## src/rtl/core/lwag_pkg.sv

```systemverilog
package lwag_pkg;

    // default sizes, handed to the top level parameters
    localparam int LED_COUNT_DEF  = 60;
    localparam int WAVE_COUNT_DEF = 4;

    // fixed field widths
    localparam int LED_IDX_W  = 6;
    localparam int WAVE_IDX_W = 3;
    localparam int CFG_ADDR_W = 3;
    localparam int CFG_DATA_W = 16;
    localparam int SUM_W      = 34;

    // length of the wait state between the last wave issue and the color load
    localparam int PIPE_WAIT = 8;
    localparam int WAIT_W    = $clog2(PIPE_WAIT);

    // configuration register indexes
    localparam logic [CFG_ADDR_W-1:0] CFG_BASE_RED   = 3'd0;
    localparam logic [CFG_ADDR_W-1:0] CFG_BASE_GREEN = 3'd1;
    localparam logic [CFG_ADDR_W-1:0] CFG_BASE_BLUE  = 3'd2;
    localparam logic [CFG_ADDR_W-1:0] CFG_PEAK       = 3'd3;
    localparam logic [CFG_ADDR_W-1:0] CFG_STEP       = 3'd4;

    localparam logic [15:0] PEAK_RESET = 16'd3932;
    localparam logic [15:0] STEP_RESET = 16'd131;

    // quarter sine table, Q15, built from a second order recurrence in Q30
    localparam int QTAB_LEN = 257;
    localparam longint unsigned REC_COEF   = 64'd2147443223;
    localparam longint unsigned REC_FIRST  = 64'd6588356;
    localparam longint unsigned TWO_PI_Q24 = 64'd105414357;

    typedef logic [QTAB_LEN-1:0][14:0] t_qtab;

    function automatic t_qtab build_qtab();
        t_qtab tab;
        longint unsigned prev;
        longint unsigned cur;
        longint unsigned v;
        longint unsigned r;
        longint unsigned a;
        longint unsigned nx;
        prev = 64'd0;
        cur  = REC_FIRST;
        tab  = '0;
        for (int n = 0; n < QTAB_LEN; n++) begin
            v = (n == 0) ? 64'd0 : cur;
            r = (v + 64'd16384) >> 15;
            if (r > 64'd32767) begin
                r = 64'd32767;
            end
            tab[n] = 15'(r);
            if (n >= 1) begin
                a    = (REC_COEF * cur) >> 30;
                nx   = (a > prev) ? a - prev : 64'd0;
                prev = cur;
                cur  = nx;
            end
        end
        return tab;
    endfunction

    localparam t_qtab SINE_QTAB = build_qtab();

    // floor(2^19 / d) + 1: exact quotient of a 16-bit value by d as (u * m) >> 19
    function automatic logic [19:0] recip_q19(input logic [3:0] d);
        logic [19:0] m;
        m = '0;
        case (d)
            4'd1:    m = 20'd524289;
            4'd2:    m = 20'd262145;
            4'd3:    m = 20'd174763;
            4'd4:    m = 20'd131073;
            4'd5:    m = 20'd104858;
            4'd6:    m = 20'd87382;
            4'd7:    m = 20'd74899;
            4'd8:    m = 20'd65537;
            default: m = '0;
        endcase
        return m;
    endfunction

    // floor(r * 2^16 / d) for a remainder r below d
    function automatic logic [15:0] frac_q16(input logic [3:0] d, input logic [2:0] r);
        logic [15:0] f;
        f = '0;
        case (d)
            4'd2: f = {r[0], 15'd0};
            4'd3: begin
                case (r)
                    3'd1:    f = 16'd21845;
                    3'd2:    f = 16'd43690;
                    default: f = '0;
                endcase
            end
            4'd4: f = {r[1:0], 14'd0};
            4'd5: begin
                case (r)
                    3'd1:    f = 16'd13107;
                    3'd2:    f = 16'd26214;
                    3'd3:    f = 16'd39321;
                    3'd4:    f = 16'd52428;
                    default: f = '0;
                endcase
            end
            4'd6: begin
                case (r)
                    3'd1:    f = 16'd10922;
                    3'd2:    f = 16'd21845;
                    3'd3:    f = 16'd32768;
                    3'd4:    f = 16'd43690;
                    3'd5:    f = 16'd54613;
                    default: f = '0;
                endcase
            end
            4'd7: begin
                case (r)
                    3'd1:    f = 16'd9362;
                    3'd2:    f = 16'd18724;
                    3'd3:    f = 16'd28086;
                    3'd4:    f = 16'd37449;
                    3'd5:    f = 16'd46811;
                    3'd6:    f = 16'd56173;
                    default: f = '0;
                endcase
            end
            4'd8:    f = {r, 13'd0};
            default: f = '0;
        endcase
        return f;
    endfunction

    typedef enum logic [1:0] {
        ST_IDLE,
        ST_WAVE,
        ST_WAIT,
        ST_LOAD
    } t_state;

    typedef struct packed {
        logic                  frame_start;
        logic                  wave_go;
        logic [WAVE_IDX_W-1:0] wave;
        logic                  led_next;
        logic                  load;
        logic [LED_IDX_W-1:0]  led;
        logic                  last;
        logic                  offset_adv;
    } t_cmd;

    typedef struct packed {
        logic out_free;
    } t_sts;

    typedef struct packed {
        logic [7:0]  base_red;
        logic [7:0]  base_green;
        logic [7:0]  base_blue;
        logic [15:0] peak_brightness;
        logic [15:0] phase_step;
    } t_cfg;

endpackage

```

## src/rtl/core/lwag_ctrl.sv

```systemverilog
module lwag_ctrl
    import lwag_pkg::*;
#(
    parameter int LED_COUNT  = LED_COUNT_DEF,
    parameter int WAVE_COUNT = WAVE_COUNT_DEF
) (
    input  logic i_clk,
    input  logic i_rst_n,
    input  logic i_valid,
    output logic o_ready,
    input  logic i_frame_tick,
    input  t_sts i_sts,
    output t_cmd o_cmd
);

    localparam int KW = (WAVE_COUNT > 1) ? $clog2(WAVE_COUNT) : 1;

    t_state                r_state;
    t_state                n_state;
    logic [KW-1:0]         r_wave;
    logic [KW-1:0]         n_wave;
    logic [LED_IDX_W-1:0]  r_led;
    logic [LED_IDX_W-1:0]  n_led;
    logic [WAIT_W-1:0]     r_wait;
    logic [WAIT_W-1:0]     n_wait;
    logic                  w_last;

    assign w_last = (r_led == LED_IDX_W'(LED_COUNT - 1));

    always_ff @(posedge i_clk) begin
        if (!i_rst_n) begin
            r_state <= ST_IDLE;
            r_wave  <= '0;
            r_led   <= '0;
            r_wait  <= '0;
        end else begin
            r_state <= n_state;
            r_wave  <= n_wave;
            r_led   <= n_led;
            r_wait  <= n_wait;
        end
    end

    always_comb begin
        n_state = r_state;
        n_wave  = r_wave;
        n_led   = r_led;
        n_wait  = r_wait;
        o_ready = 1'b0;
        o_cmd   = '0;
        o_cmd.wave = WAVE_IDX_W'(r_wave);
        o_cmd.led  = r_led;
        o_cmd.last = w_last;
        unique case (r_state)
            ST_IDLE: begin
                o_ready = 1'b1;
                // a request with the tick low is taken and dropped
                if (i_valid && i_frame_tick) begin
                    o_cmd.frame_start = 1'b1;
                    n_wave  = '0;
                    n_led   = '0;
                    n_state = ST_WAVE;
                end
            end
            ST_WAVE: begin
                o_cmd.wave_go = 1'b1;
                if (r_wave == KW'(WAVE_COUNT - 1)) begin
                    n_wave  = '0;
                    n_wait  = '0;
                    n_state = ST_WAIT;
                end else begin
                    n_wave = r_wave + KW'(1);
                end
            end
            ST_WAIT: begin
                // let the wave pipe and the color pipe drain
                if (r_wait == WAIT_W'(PIPE_WAIT - 1)) begin
                    n_state = ST_LOAD;
                end else begin
                    n_wait = r_wait + WAIT_W'(1);
                end
            end
            ST_LOAD: begin
                if (i_sts.out_free) begin
                    o_cmd.load = 1'b1;
                    if (w_last) begin
                        o_cmd.offset_adv = 1'b1;
                        n_state = ST_IDLE;
                    end else begin
                        o_cmd.led_next = 1'b1;
                        n_led   = r_led + LED_IDX_W'(1);
                        n_state = ST_WAVE;
                    end
                end
            end
            default: n_state = ST_IDLE;
        endcase
    end

endmodule

```

## config.mk

```make
export PLATFORM = sky130hd
export DESIGN_NAME = lwag_ctrl
export DESIGN_NICKNAME = d
export VERILOG_FILES = /design/src/rtl/core/lwag_pkg.sv /design/src/rtl/core/lwag_ctrl.sv
export SDC_FILE = /design/constraint.sdc
export NUM_CORES = 1
export LEC_CHECK = 0
export ABC_AREA = 1
export BUFFER_PORTS_ARGS = -buffer_cell sky130_fd_sc_hd__buf_4
export CORE_MARGIN = 5
export CORE_UTILIZATION = 45
export DETAILED_ROUTE_END_ITERATION = 8
export GPL_TIMING_DRIVEN = 0
export HOLD_SLACK_MARGIN = 0.06
export PLACE_DENSITY = 0.69
export SYNTH_ARGS = -nofsm -noshare
export SYNTH_HDL_FRONTEND = slang
export SYNTH_SLANG_ARGS = --single-unit
```

## constraint.sdc

```tcl
create_clock -name i_clk -period 2.1 [get_ports i_clk]
set_input_delay 0.105 -clock i_clk [delete_from_list [all_inputs] [get_ports i_clk]]
set_output_delay 0.105 -clock i_clk [all_outputs]
set_load 0.01 [all_outputs]
```

### Word level (Yosys, flattened, before mapping)

Cells that the tools add are included.
Widths: inputs -> output; s select.

| operators by class | value |
|---|---|
| shift operators | 0 |
| $add $sub $neg | 3 |
| mux-type cells | 26 |
| reductions and logical operators | 9 |
| equal/unequal tests | 12 |
| divide/modulo/power cells | 0 |
| $mul | 0 |
| order comparisons | 0 |
| bitwise logic cells | 0 |

Operator list:

| kind | number |
|---|---|
| $mux 6 | 3 |
| $mux 2 | 8 |
| $ne 2x2->1 const B | 6 |
| $pmux 6 s2 | 1 |
| $mux 1 | 9 |
| $pmux 2 s4 | 1 |
| $reduce_and 4->1 | 2 |
| $add 6x1->6 const B | 1 |
| $eq 2x2->1 const B | 3 |
| $eq 6x6->1 const B | 1 |
| $mux 3 | 2 |
| $pmux 3 s2 | 1 |
| $reduce_bool 2->1 | 3 |
| $pmux 2 s2 | 1 |
| $add 3x1->3 const B | 1 |
| $eq 3x3->1 const B | 1 |
| $reduce_and 3->1 | 1 |
| $add 2x1->2 const B | 1 |
| $eq 2x1->1 const B | 1 |
| $logic_not 2->1 | 1 |
| $reduce_and 2->1 | 1 |
| $logic_and 1x1->1 | 1 |

| word-level totals | value |
|---|---|
| bits in read-only memories | 0 |
| memories kept | 0 |
| logic and storage cells | 54 |
| bits in latches | 0 |
| output and inout bits | 16 |
| bits of input ports | 5 |
| register bits | 13 |
| RAM bits | 0 |

### Logic depth before layout (Yosys ltp)

| depth | value |
|---|---|
| word-level depth | 4 |
| depth in mapped cells | 9 |
| depth with buffers taken out | 9 |

### Worst setup path before layout

OpenSTA, ideal clock, no wires.

| timing | value |
|---|---|
| path kind | register to register |
| start | register r_state[0] |
| end | register r_led[3] |
| path buffers | 0 |
| period minus slack after synthesis | 1.408 ns |
| stages on the path, launching flop included | 9 |
| setup time | 0.117 ns |
| required time | 1.983 ns |
| arrival time | 1.291 ns |
| path slack | 0.692 ns |
| cell sequence | dfxtp_1 -> inv_1 -> ha_1 -> nand2_1 -> nand2_4 -> clkinv_4 -> nand3_2 -> o21ai_0 -> nor2_1 |

| on the way | value |
|---|---|
| longest elaborated chain between the ends | 3 |
| elaborated cells on any way between the ends | 8 |
| those cells by class | 4 x eq/ne; 1 x mux; 3 x reduce/logical |

RTL lines:

| what | RTL line | text |
|---|---|---|
| start: declaration | lwag_ctrl.sv:18 | `t_state r_state;` |
| start signal: assignment | lwag_ctrl.sv:37 | `r_state <= n_state;` |
| $eq 2x2->1 / $logic_not 2->1 (equally long branches) | lwag_ctrl.sv:54 | `unique case (r_state)` |
| $ne 2x2->1 (no line) / $reduce_bool 2->1 (equally long branches) | -- |  |
| $reduce_and 4->1 (no line) | -- |  |
| end signal: assignment | lwag_ctrl.sv:39 | `r_led <= n_led;` |
| end: declaration | lwag_ctrl.sv:22 | `logic [LED_IDX_W-1:0] r_led;` |

Parallel ways exist; a longest one is shown, timed or not.
A chain may end at the register's enable or synchronous reset.

==> results.md <==
* Pwr Density at 1010 mW/mm^2
* FF-to-FF setup slack at 0.49 ns
* WS Path Type: flip-flop to output pin
* RSZ-0062 raised after global routing: no
* Clock Skews at 0.00942 ns
* Final setup fails at 0
* CTS tree: done
* Sw Share at 46.4%
* CP Capture Type: output pin
* Worst hold path stage count at 3
* Count of state elements after synthesis at 13
* Synth top area share at 28.7%
* Initial antenna violation count at 0
* Layout area overhead at 22.4%
* Leakage power at 0.507 nW
* HP Start: i_rst_n
* TritonCTS buffer count at 3
* Psw at 0.000521 W
* Number of setup buffers added after CTS at 0
* Sequential share of the synthesized area at 28.7%
* Simple-gate share of the synthesized area at 36.0%
* Crit-path max FO at 7
* Vias in the first global route at 823
* R2r startpoint: r_state[0]$_SDFFE_PN0P_
* Port buffer count at 19
* Worst hold path class: primary input to flip-flop
* Layout cells sized above 1 at 22.4%
* Final #Nets at 170
* Outcome: finished, final reports clean
* Vias per cell at 4.77
* Core area at 0.00194 mm^2
* Largest family of logic cells by synthesized area: simple AND/OR/NAND/NOR gates
* Initial core utilization at 46.6%
* DRT iter0 DRCs at 22
* Hold buffer count at CTS at 0
* Final HPWL DP at 1600 um
* Die ar. at 0.00301 mm^2
* Reg clk slew, reported paths at 0.09 ns
* Clk network pwr share at 14.6%
* Site Rows at 16
* Synth Area in Compound Gates at 11.5%
* Synth cell types at 22
* Final hold viol count at 0
* Post-synthesis mux area share at 0%
* Chip height at 54.9 um
* Total grt overflow at 0
* Largest net degree at the start of global routing at 9
* Drc violations at 0
* RR Endpoint: r_led[3]$_SDFFE_PN0P_
* Crit path DAT at 1.58 ns
* Final wirelength at 2090 um
* Root buffer cell: clkbuf_4
* Placed Instance Area at 0.00108 mm^2
* Fin crit share at 80.1%
* Synthesized area at 906 um^2
* DR WL/cell at 11.4 um
* Final Non-Filler Cells at 183
* Highest clock rate at 594 MHz
* Sequential share of power at 30.1%
* Synth top area cells: dfxtp_1 (29%), nand2_1 (12%), ha_1 (11%)
* Fin Setup TNS at 0 ns
* Pint at 0.000602 W
* Antenna cells at 0
* Worst reg2reg path depth at 8
* IO Pins at 21
* CTS H-tree depth at 1
* RD Place Congestion at 0.867
* Post-synth top area cell: dfxtp_1
* Pre-antenna DRT Iters at 4
* Die X at 54.9 um
* Via Count at 873
* XOR/XNOR Fraction of Synth Area at 0.967%
* CTS Buffer Depth at 2
* Worst Hold End: r_state[1]$_SDFFE_PN0P_
* Fill count at 213
* Yosys warnings at 0
* CTS resizes at 0
* Maxcap violations at 0
* Post-synthesis adder-cell area fraction at 11.0%
* Slew Limit Fails at 0
* Total GRT Usage at 16.1%
* Combinational Power Share at 55.3%
* Cells after Synth at 133
* Placed Instances at 179
* Syn Area/Cell at 6.81 um^2
* Worst vdd ir at 0.683 mV
* WP data required at 2.00 ns
* Min Tclk post-route at 1.68 ns
* Worst skew pair latency at 0.29 ns
* First-pass GRT wire length at 3470 um
* Clk sinks at 13
* Crit start category: flip-flop
* Post-Syn Nets at 146
* Design area at 0.00111 mm^2
* Overall power at 0.00112 W
* DRT antenna net count at 0
[worst max path at each step]
| stage | from | endpoint | slack (ns) | cells after the start |
|---|---|---|---|---|
| 3_3_place_gp | r_state[0]$_SDFFE_PN0P_ | r_led[3]$_SDFFE_PN0P_ | 0.58 | 8 |
| 3_5_place_dp | r_state[0]$_SDFFE_PN0P_ | r_led[3]$_SDFFE_PN0P_ | 0.53 | 8 |
| 4_1_cts | r_led[0]$_SDFFE_PN0P_ | o_cmd[9] | 0.39 | 5 |
| 6_report | r_led[0]$_SDFFE_PN0P_ | o_cmd[9] | 0.42 | 5 |
| 5_1_grt | r_led[0]$_SDFFE_PN0P_ | o_cmd[9] | 0.29 | 5 |
| 2_1_floorplan | r_state[0]$_SDFFE_PN0P_ | r_led[3]$_SDFFE_PN0P_ | 0.69 | 8 |
[metrics by stage]
step                hold WS (ns)  utilization, %  setup WS (ns)
floorplan                  0.231               -          0.692
global placement           0.394            55.7          0.583
detailed placement         0.404            55.7          0.531
CTS                       0.0996            57.1          0.388
global route               0.121            57.1          0.289
finish                     0.107            57.1          0.417
[layer usage]
layer  global-route usage [%]  up-vias  routed length [um]
li1                         -      468                   -
met1                     20.4      393                 959
met2                     26.8       10                1040
met3                     1.63        2                  73
met4                     7.88        0                  14
met5                        0        -                   0
[power by group through the flow]
stage | logic, W | registers (W) | clock network (W)
final | 0.000621 | 0.000338 | 0.000164
after global routing | 0.000706 | 0.000345 | 0.000177
after CTS | 0.000624 | 0.000339 | 0.000171
after detailed placement | 0.000620 | 0.000345 | 0
after global placement | 0.000597 | 0.000337 | 0
after floorplan | 0.000446 | 0.000339 | 0
[final cells by class]
class / count / area (um^2) / share of cell area, %
timing repair buffer: 19 / 143 / 12.9
tap: 27 / 33.8 / 3.05
inverter: 19 / 76.3 / 6.88
buffer: 3 / 26.3 / 2.37
sequential: 13 / 260 / 23.5
clock buffer: 4 / 26.3 / 2.37
multi-input combinational: 98 / 543 / 49.0
[cell usage after synthesis]
| master | n |
|---|---|
| a21oi_1 | 10 |
| buf_4 | 2 |
| buf_6 | 1 |
| clkinv_4 | 1 |
| conb_1 | 1 |
| dfxtp_1 | 13 |
| ha_1 | 8 |
| inv_1 | 18 |
| nand2_1 | 30 |
| nand2_2 | 2 |
| nand2_4 | 2 |
| nand3_1 | 8 |
| nand3_2 | 3 |
| nand3b_1 | 2 |
| nand4_1 | 1 |
| nor2_1 | 19 |
| nor2_2 | 1 |
| nor3_1 | 2 |
| o211ai_1 | 1 |
| o21ai_0 | 6 |
| o21ai_4 | 1 |
| xnor2_1 | 1 |
[flip-flops by register name, summed over array words and instances, names as in the netlist]
register,cells
r_wait,3
r_led,6
r_state,2
r_wave,2
[kinds of logic (layout without fill, tap and decap cells)]
| kind of cell | after synthesis | after routing |
|---|---|---|
| compound gates | 18 | 18 |
| xor+xnor | 1 | 1 |
| fa+ha+maj | 8 | 8 |
| buf+inv | 22 | 45 |
| flops | 13 | 13 |
| other cells | 1 | 1 |
| simple gates | 70 | 70 |
[layout by cell type (no fill, tap or decap), drive strengths merged]
| master | count |
|---|---|
| nand2 | 34 |
| nor3 | 2 |
| a21oi | 10 |
| dfxtp | 13 |
| nor2 | 20 |
| inv | 18 |
| nand3 | 11 |
| nand3b | 2 |
| conb | 1 |
| xnor2 | 1 |
| buf | 22 |
| o211ai | 1 |
| clkbuf | 4 |
| clkinv | 1 |
| nand4 | 1 |
| ha | 8 |
| o21ai | 7 |
[critical path, stage by stage (launching register included)]
cell and delay, ns:
dfxtp_1 0.45, ha_1 0.30, nand3_2 0.15, o21ai_4 0.20
nor2_1 0.06, buf_4 0.14
(Power assumes the default switching activity.)
